$ cat config.mk
export PLATFORM = sky130hd
export DESIGN_NAME = arp_translation_cache_top
export DESIGN_NICKNAME = d
export VERILOG_FILES = /design/src/design/atc_pkg.sv /design/src/design/atc_table.sv /design/src/design/atc_match.sv /design/src/design/atc_ctrl.sv /design/src/design/arp_translation_cache_top.sv
export SDC_FILE = /design/constraint.sdc
export NUM_CORES = 1
export LEC_CHECK = 0
export ABC_AREA = 0
export BUFFER_PORTS_ARGS = -buffer_cell sky130_fd_sc_hd__buf_2
export CAP_MARGIN = 20
export CORE_MARGIN = 2
export CORE_UTILIZATION = 60
export CTS_CLUSTER_DIAMETER = 60
export DETAILED_ROUTE_END_ITERATION = 12
export GPL_ROUTABILITY_DRIVEN = 0
export PLACE_DENSITY_LB_ADDON = 0.1
export SKIP_LAST_GASP = 1
export SLEW_MARGIN = 15
export SYNTH_ARGS = -nofsm -noshare
export SYNTH_HDL_FRONTEND = slang
export SYNTH_HIERARCHICAL = 1
export SYNTH_SLANG_ARGS = --single-unit
$ cat constraint.sdc
create_clock -name i_clk -period 7.6 [get_ports i_clk]
set_clock_uncertainty 0.1 [all_clocks]
set_input_delay 1.52 -clock i_clk [delete_from_list [all_inputs] [get_ports i_clk]]
set_output_delay 1.52 -clock i_clk [all_outputs]
set_load 0.02 [all_outputs]
$ cat src/design/atc_pkg.sv
// ----------------------------------------------------------------------------
// atc_pkg
// Shared types and constants for the ARP translation cache.
// ----------------------------------------------------------------------------
package atc_pkg;

    localparam int ENTRIES = 16;
    localparam int IDX_W   = $clog2(ENTRIES);
    localparam int CNT_W   = $clog2(ENTRIES + 1);

    localparam logic [1:0] CMD_INSERT = 2'd0;
    localparam logic [1:0] CMD_UPDATE = 2'd1;
    localparam logic [1:0] CMD_LOOKUP = 2'd2;

    localparam logic [1:0] ST_OK       = 2'd0;
    localparam logic [1:0] ST_FULL     = 2'd1;
    localparam logic [1:0] ST_NOTFOUND = 2'd2;

    typedef struct packed {
        logic [1:0]  cmd;
        logic [15:0] hw_type;
        logic [31:0] ip_addr;
        logic [47:0] mac_in;
    } t_in_item;

    typedef struct packed {
        logic [1:0]  status;
        logic [47:0] mac_out;
    } t_out_item;

    typedef struct packed {
        logic [15:0] hw_type;
        logic [31:0] ip_addr;
        logic [47:0] mac;
    } t_entry;

    typedef struct packed {
        logic             rd_en;
        logic [IDX_W-1:0] rd_idx;
        logic             wr_en;
        logic             set_used;
        logic [IDX_W-1:0] wr_idx;
        t_entry           wr_data;
    } t_tbl_req;

endpackage

$ cat src/design/atc_table.sv
// ----------------------------------------------------------------------------
// atc_table
// Entry storage: 1R1W memory with registered read, plus used flags.
// ----------------------------------------------------------------------------
module atc_table
    import atc_pkg::*;
(
    input  logic     i_clk,
    input  logic     i_rst_n,
    input  t_tbl_req i_req,
    output t_entry   o_rd_data,
    output logic     o_rd_used
);

    t_entry             r_mem [ENTRIES];
    logic [ENTRIES-1:0] r_used;
    t_entry             r_rd_data;
    logic               r_rd_used;

    always_ff @(posedge i_clk) begin
        if (i_req.wr_en) begin
            r_mem[i_req.wr_idx] <= i_req.wr_data;
        end
        if (i_req.rd_en) begin
            r_rd_data <= r_mem[i_req.rd_idx];
        end
    end

    always_ff @(posedge i_clk) begin
        if (!i_rst_n) begin
            r_used    <= '0;
            r_rd_used <= 1'b0;
        end else begin
            if (i_req.wr_en && i_req.set_used) begin
                r_used[i_req.wr_idx] <= 1'b1;
            end
            if (i_req.rd_en) begin
                r_rd_used <= r_used[i_req.rd_idx];
            end
        end
    end

    assign o_rd_data = r_rd_data;
    assign o_rd_used = r_rd_used;

endmodule

$ cat src/design/atc_match.sv
// ----------------------------------------------------------------------------
// atc_match
// Shared compare unit: decides whether one entry satisfies the command.
// ----------------------------------------------------------------------------
module atc_match
    import atc_pkg::*;
(
    input  t_in_item i_item,
    input  t_entry   i_entry,
    input  logic     i_used,
    output logic     o_hit
);

    logic ip_eq;
    logic hw_eq;

    assign ip_eq = (i_entry.ip_addr == i_item.ip_addr);
    assign hw_eq = (i_entry.hw_type == i_item.hw_type);

    always_comb begin
        unique case (i_item.cmd)
            CMD_INSERT: o_hit = !i_used;
            CMD_UPDATE: o_hit = i_used && hw_eq && ip_eq;
            CMD_LOOKUP: o_hit = i_used && ip_eq;
            default:    o_hit = 1'b0;
        endcase
    end

endmodule

$ cat src/design/atc_ctrl.sv
// ----------------------------------------------------------------------------
// atc_ctrl
// Scan sequencer and output register: walks the table one entry per cycle.
// ----------------------------------------------------------------------------
module atc_ctrl
    import atc_pkg::*;
(
    input  logic      i_clk,
    input  logic      i_rst_n,
    input  logic      i_in_valid,
    output logic      o_in_ready,
    input  t_in_item  i_in_data,
    output logic      o_out_valid,
    input  logic      i_out_ready,
    output t_out_item o_out_data,
    output t_in_item  o_item,
    input  t_entry    i_rd_data,
    input  logic      i_hit,
    output t_tbl_req  o_req
);

    typedef enum logic [2:0] {
        S_IDLE = 3'b001,
        S_SCAN = 3'b010,
        S_DONE = 3'b100
    } t_state;

    t_state           r_state,     n_state;
    t_in_item         r_item,      n_item;
    logic [CNT_W-1:0] r_addr,      n_addr;
    logic             r_pend,      n_pend;
    logic [IDX_W-1:0] r_pidx,      n_pidx;
    t_out_item        r_res,       n_res;
    logic             r_out_valid, n_out_valid;
    t_out_item        r_out,       n_out;

    logic issue;
    logic found;

    assign issue = (r_addr < CNT_W'(ENTRIES));
    assign found = r_pend && i_hit;

    always_comb begin
        n_state     = r_state;
        n_item      = r_item;
        n_addr      = r_addr;
        n_pend      = r_pend;
        n_pidx      = r_pidx;
        n_res       = r_res;
        n_out_valid = r_out_valid;
        n_out       = r_out;

        o_req          = '0;
        o_req.rd_idx   = r_addr[IDX_W-1:0];
        o_req.wr_idx   = r_pidx;
        o_req.wr_data  = '{hw_type: r_item.hw_type, ip_addr: r_item.ip_addr,
                           mac: r_item.mac_in};
        o_req.set_used = (r_item.cmd == CMD_INSERT);

        if (r_out_valid && i_out_ready) begin
            n_out_valid = 1'b0;
        end

        unique case (r_state)
            S_IDLE: begin
                if (i_in_valid) begin
                    n_item  = i_in_data;
                    n_addr  = '0;
                    n_pend  = 1'b0;
                    n_state = S_SCAN;
                end
            end
            S_SCAN: begin
                o_req.rd_en = issue && !found;
                n_pend      = issue;
                n_pidx      = r_addr[IDX_W-1:0];
                if (issue) begin
                    n_addr = r_addr + CNT_W'(1);
                end
                if (found) begin
                    o_req.wr_en       = (r_item.cmd == CMD_INSERT) ||
                                        (r_item.cmd == CMD_UPDATE);
                    n_res.status      = ST_OK;
                    n_res.mac_out     = (r_item.cmd == CMD_LOOKUP) ? i_rd_data.mac : '0;
                    n_state           = S_DONE;
                end else if (!issue) begin
                    n_res.status  = (r_item.cmd == CMD_INSERT) ? ST_FULL : ST_NOTFOUND;
                    n_res.mac_out = '0;
                    n_state       = S_DONE;
                end
            end
            S_DONE: begin
                if (!r_out_valid || i_out_ready) begin
                    n_out       = r_res;
                    n_out_valid = 1'b1;
                    n_state     = S_IDLE;
                end
            end
            default: n_state = S_IDLE;
        endcase
    end

    always_ff @(posedge i_clk) begin
        if (!i_rst_n) begin
            r_state     <= S_IDLE;
            r_addr      <= '0;
            r_pend      <= 1'b0;
            r_out_valid <= 1'b0;
        end else begin
            r_state     <= n_state;
            r_addr      <= n_addr;
            r_pend      <= n_pend;
            r_out_valid <= n_out_valid;
        end
    end

    always_ff @(posedge i_clk) begin
        r_item <= n_item;
        r_pidx <= n_pidx;
        r_res  <= n_res;
        r_out  <= n_out;
    end

    assign o_in_ready  = (r_state == S_IDLE);
    assign o_out_valid = r_out_valid;
    assign o_out_data  = r_out;
    assign o_item      = r_item;

endmodule

$ cat src/design/arp_translation_cache_top.sv
// ----------------------------------------------------------------------------
// arp_translation_cache_top
// Table of ARP translations with insert, update and lookup commands.
// ----------------------------------------------------------------------------
// Input channel (i_in_*) carries one command per transfer; output channel
// (o_out_*) returns exactly one result per command, in order.
// Each command scans the table entry by entry through one compare unit,
// one entry per cycle, behind a memory with a registered read. A scan
// ends at the first hit or after the last entry has been compared; the
// result then goes into the output register. The input is ready again
// in the same cycle that the result turns valid, so a new command is
// taken only once the previous one has loaded its result.
// Insert fills the lowest free entry; update rewrites the MAC of the first
// entry matching hardware type and IP; lookup returns the MAC of the first
// entry matching IP. No duplicate check is made.
// Reset marks every entry free and empties the output register; no
// clearing pass is needed.
// While the receiver stalls, the result stays in the output register and
// the next command may be taken and scanned; it waits at the end of its
// scan until the register is free.
// ----------------------------------------------------------------------------
module arp_translation_cache_top
    import atc_pkg::*;
(
    input  logic      i_clk,
    input  logic      i_rst_n,
    input  logic      i_in_valid,
    output logic      o_in_ready,
    input  t_in_item  i_in_data,
    output logic      o_out_valid,
    input  logic      i_out_ready,
    output t_out_item o_out_data
);

    t_tbl_req req;
    t_entry   rd_data;
    logic     rd_used;
    t_in_item item;
    logic     hit;

    atc_table u_table (
        .i_clk     (i_clk),
        .i_rst_n   (i_rst_n),
        .i_req     (req),
        .o_rd_data (rd_data),
        .o_rd_used (rd_used)
    );

    atc_match u_match (
        .i_item  (item),
        .i_entry (rd_data),
        .i_used  (rd_used),
        .o_hit   (hit)
    );

    atc_ctrl u_ctrl (
        .i_clk       (i_clk),
        .i_rst_n     (i_rst_n),
        .i_in_valid  (i_in_valid),
        .o_in_ready  (o_in_ready),
        .i_in_data   (i_in_data),
        .o_out_valid (o_out_valid),
        .i_out_ready (i_out_ready),
        .o_out_data  (o_out_data),
        .o_item      (item),
        .i_rd_data   (rd_data),
        .i_hit       (hit),
        .o_req       (req)
    );

    a_reset_empty: assert property (@(posedge i_clk)
        !i_rst_n |=> !o_out_valid)
        else $error("output valid after reset");

    a_busy_after_transfer: assert property (@(posedge i_clk) disable iff (!i_rst_n)
        i_in_valid && o_in_ready |=> !o_in_ready)
        else $error("input ready right after a transfer");

    a_mac_zero_on_miss: assert property (@(posedge i_clk) disable iff (!i_rst_n)
        o_out_valid && o_out_data.status != ST_OK |-> o_out_data.mac_out == '0)
        else $error("nonzero MAC with failing status");

    a_status_legal: assert property (@(posedge i_clk) disable iff (!i_rst_n)
        o_out_valid |-> o_out_data.status == ST_OK || o_out_data.status == ST_FULL ||
                        o_out_data.status == ST_NOTFOUND)
        else $error("illegal status code");

endmodule

==> reports/qor.csv, run 1 <==
metric;value;unit
Hold Vio Cnt, Final;0;
grt ovf;0;
TritonCTS clock tree;yes;
Place WS;1.74;ns
Final Instance Count excl. Fillers;4639;
Routed Wire Length;142000;microns
Die ar.;119000;sq um
Placed Cells;4307;
syn nets;2917;
Clk Latency, worst-skew pair;0.77;ns
TNS Setup;0;ns
proportion of layout cells with a drive suffix above 1;0.313;
Post-CTS Resized;0;
placed inst area;71500;sq um
PnR worst setup slack;1.73;ns
CTS buffer count;179;
setup violators final;0;
Iter 0 DRT Violations;3367;
Starting Density;0.606;
simple-gate share of the synthesized area;0.0117;
Syn Area/Cell;24.7;sq um
Yosys cell types;45;
Final #Nets;3082;
multiplexer share of the synthesized area;0.157;
die width;344;microns
Worst Path Buf+Inv;1;
most common cell after layout, fill and taps aside;edfxtp_1;
CP peak stage delay;0.92;ns
Tcrit/Tclk final;0.772;
Total GRT Usage;0.246;
n_diodes;0;
peak supply drop;0.238;mV
Fmax;170;MHz
io pins;154;
Die H;344;microns
Max Root-Sink Buffers;3;
pin count of the biggest net entering global routing;149;
first-pass GRT wire length;207000;microns
router iterations before antenna repair;10;
RSZ-0062 raised after global routing;no;
main combinational cell family by area after synthesis;multiplexers;
HPWL Detailed;72000;microns
cell area after synthesis;69500;sq um
register area;55600;sq um
slowest library cell on the worst path;nor4_1;
Root Driver;clkbuf_16;
status;complete, no violations;
Hold/Removal Path Class;register to register;
post-CTS setup buffers;0;
Multi-input gate area;12600;sq um
ys async rst share;0;
post-route ant nets;0;
synthesized instance count;2811;
Slew @ Worst Pin;1.20;ns
Synth Area in Compound Gates;0.00369;
Leakage;0.0235;uW
Worst path top cell family by delay;simple AND/OR/NAND/NOR gates;
Rows;124;
critical path fanouts, max;79;
synthesis-stage register bit count;1861;
final instance area;77500;sq um
IO Port Bufs;153;
Critical Path End Type;register;
crit-path cells;xnor2_1, nand4_1, nor4_1, o2111ai_1, o21ai_0, nand2_1, nor3_1, nand3b_1, nor2_4, buf_12;
Post-CTS Hold Buffers;0;
final worst path period need;5.87;ns
Worst-path clk slew;0.06;ns
Routed WL per cell;30.5;microns
residual DRC count;0;
Syn. warnings;6;
max-cap violation count;0;
CTS Sinks;1861;
PD cells;274;nW/um^2
Power Total;21200;uW
Worst EP required;7.89;ns
number of synthesized flops with an enable pin;1834;
Area Overhead vs Synth;11.5;%
fraction of the mapped netlist area in adder cells;0.000720;
vias in the first global route;30800;
Top FF cell, synth;edfxtp_1;
Setup CP Type;register to register;
Slew Limit Fails;0;
most frequent cells in the layout;edfxtp_1 (1834), mux4_2 (482), clkbuf_16 (183);
final-layout fill cell count;6879;
Core Region;115000;sq um
Seq/Total Area, Yosys;0.800;
initial antenna violation count;3;
Vias/cell;6.43;
Max-slew headroom;0.203;
Synth Area in XOR/XNOR;0.00617;
CTS H-tree lvls;4;
Setup crit start kind;register;
CP Data Arrival Time;6.15;ns
routed vias;29800;
## metrics by stage
step	utilization	hold WS (ns)
floorplan	-	0.300
global placement	0.624	0.300
detailed placement	0.624	0.305
CTS	0.676	0.318
global route	0.676	0.321
finish	0.676	0.314
## final timing paths
| path | from | endpoint | slack, ns | cells after the start |
|---|---|---|---|---|
| min | u_ctrl/r_res[5] | u_ctrl/o_out_data[5] | 0.31 | 0 |
| max | u_ctrl/o_item[83] | u_table/r_mem[10][65] | 1.73 | 10 |
| max reg2reg | u_ctrl/o_item[83] | u_table/r_mem[10][65] | 1.73 | 10 |
| min reg2reg | u_ctrl/r_res[5] | u_ctrl/o_out_data[5] | 0.31 | 0 |
## synth_stat cells, drive strengths merged (2+ instances only)
master  number  area share
ha           4     0.00072
nor4         6     0.00054
a21oi        6     0.00043
a21o         2     0.00022
edfxtp    1834        0.79
mux4       482        0.16
o211ai       2     0.00022
nand2b       3     0.00027
or3          2     0.00018
xnor2       47      0.0059
a221oi       3     0.00038
mux2i        6     0.00086
inv          7     0.00038
nand2        5     0.00027
nor3b        3     0.00032
o21a        16      0.0017
buf        167       0.017
nand4       12      0.0011
nand4b       2     0.00025
and2        50      0.0045
dfxtp       27      0.0078
nor3         6     0.00043
nor2b        4     0.00036
xor2         2     0.00025
nand3        8     0.00058
nand3b       3     0.00032
or3b         2     0.00025
nor2        35      0.0019
clkbuf      55      0.0030
## state kept, by name (all words and copies together) (netlist names), 3 cells and up
register / count
u_table/r_mem: 1536
u_ctrl/o_item: 98
u_table/o_rd_data: 96
u_ctrl/o_out_data: 50
u_ctrl/r_res: 50
u_table/r_used: 16
u_ctrl/r_addr: 5
u_ctrl/r_pidx: 4
u_ctrl/r_state: 3
## power breakdown
part	internal, uW	switching (uW)	total [uW]
logic	186	255	441
registers	11600	273	11800
clock network	5350	3620	8960
## cell families after synthesis
logic type	after synthesis
AOI/OAI and AO/OA	35
xor gates and xnor gates	49
adders and majority gates	4
buffers and inverters	230
DFF	1861
muxes	488
and+or+nand+nor	144
## metal layers
| layer | wire length (microns) | track usage |
|---|---|---|
| met5 | 8 | 0 |
| met4 | 2910 | 0.0632 |
| met3 | 10800 | 0.0456 |
| met2 | 67800 | 0.377 |
| met1 | 60000 | 0.376 |
## final cells by class
cell class,count,area share
sequential,1861,0.718
multi-input combinational,720,0.163
clock buffer,227,0.0619
tap,1512,0.0244
timing repair buffer,206,0.0174
clock inverter,105,0.0154
inverter,8,0.000452
Power figures use the tool's default switching activity.
==> run 2: changes to the inputs <==
- clock period: 7.6 -> 5.5 ns (I/O delays scaled with it)
==> reports/qor.csv, run 2 (same netlist as run 1, synthesis figures left out) <==
metric;value;unit
status;complete, no violations;
max-cap violation count;0;
Multi-input gate area;12600;sq um
setup violators final;0;
PD cells;365;nW/um^2
Total GRT Usage;0.253;
routed vias;30300;
Worst-path clk slew;0.06;ns
most frequent cells in the layout;edfxtp_1 (1834), mux4_2 (482), clkbuf_16 (186);
Slew Limit Fails;0;
first-pass GRT wire length;213000;microns
Slew @ Worst Pin;0.941;ns
register area;55600;sq um
HPWL Detailed;81800;microns
Power Total;28800;uW
grt ovf;0;
die width;344;microns
Final #Nets;3163;
Max-slew headroom;0.373;
Vias/cell;6.41;
Layout Utilization;0.688;
Die H;344;microns
most common cell after layout, fill and taps aside;edfxtp_1;
CTS Sinks;1861;
Fmax;217;MHz
IO Port Bufs;153;
vias in the first global route;31300;
max FFs per register;1536;
Biggest register;u_table/r_mem;
Critical Path End Type;register;
Starting Density;0.606;
Max Root-Sink Buffers;3;
Post-CTS Resized;0;
Routed Wire Length;145000;microns
post-CTS setup buffers;0;
Tcrit/Tclk final;0.839;
peak supply drop;0.303;mV
Routed WL per cell;30.7;microns
Setup CP Type;register to register;
final worst path period need;4.62;ns
critical path fanouts, max;24;
CTS buffer count;180;
Hold Vio Cnt, Final;0;
post-route ant nets;0;
Root Driver;clkbuf_16;
io pins;154;
Leakage;0.0240;uW
Die ar.;119000;sq um
final-layout fill cell count;6788;
residual DRC count;0;
router iterations before antenna repair;5;
Hold/Removal Path Class;register to register;
CP Data Arrival Time;4.94;ns
initial antenna violation count;5;
Iter 0 DRT Violations;3167;
RSZ-0062 raised after global routing;no;
Area Overhead vs Synth;13.4;%
Setup crit start kind;register;
TritonCTS clock tree;yes;
Core Region;115000;sq um
Post-CTS Hold Buffers;0;
proportion of layout cells with a drive suffix above 1;0.324;
pin count of the biggest net entering global routing;111;
Clk Latency, worst-skew pair;0.78;ns
CTS H-tree lvls;4;
Worst EP required;5.82;ns
Rows;124;
n_diodes;0;
[run 2: changes by cell type in the layout (fill, tap and decap cells not counted), sizes merged]
cell      change
bufinv       -13
buf          +80
clkinvlp      -5
clkbuf        +8
clkinv       +11
inv           -1
[run 2: worst paths after layout]
path | start | endpoint | slack, ns | cells past startpoint
worst min register to register | u_ctrl/r_res[4] | u_ctrl/o_out_data[4] | 0.31 | 0
worst min-delay path | u_ctrl/r_res[4] | u_ctrl/o_out_data[4] | 0.31 | 0
worst max-delay path | u_ctrl/o_item[80] | u_table/r_mem[2][42] | 0.88 | 12
worst max register to register | u_ctrl/o_item[80] | u_table/r_mem[2][42] | 0.88 | 12
[run 2: final cells by class]
class	count	area share
Sequential cell	1861	0.706
Timing Repair Buffer	286	0.0379
Clock inverter	97	0.0109
Inverter	8	0.000444
Multi-Input combinational cell	720	0.160
Tap cell	1512	0.0240
Clock buffer	235	0.0614
[run 2: routing by layer]
layer,vias to the layer above,routed length (microns),share of wire,track usage
li1,12400,-,-,-
met3,168,10900,0.075,0.0472
met4,0,2200,0.015,0.0552
met1,16400,61700,0.43,0.388
met2,1289,70200,0.48,0.389
met5,-,0,0,0
[run 2: critical path, cell delays in order, from the launching register on]
cell and delay [ns]:
edfxtp_1 0.62, xnor2_1 0.29, nand4_1 0.16, nor4_1 0.64, buf_4 0.24, o2111ai_1 0.16, o21ai_0 0.25, nand2_1 0.17
nor3_1 0.17, buf_4 0.18, or3b_2 0.59, nor2_4 0.24, buf_4 0.42
[run 2: per-stage QoR]
stage | cells | setup WS, ns | hold WS [ns] | setup TNS, ns | cell area [sq um]
final | 4719 | 0.884 | 0.311 | 0 | 78800
after global routing | 4719 | 0.568 | 0.328 | 0 | 78800
after CTS | 4718 | 0.776 | 0.315 | 0 | 78800
after detailed placement | 4386 | 0.766 | 0.305 | 0 | 73100
after global placement | 4386 | 0.760 | 0.302 | 0 | 73100
after floorplan | 2811 | -1.30 | 0.300 | -499.30 | 69500
[run 2: power breakdown]
part	internal (uW)	total, uW	switching [uW]	leakage [uW]
sequential	16000	16300	379	0.0167
combinational	265	619	354	0.00453
clock	6810	11800	5010	0.00278
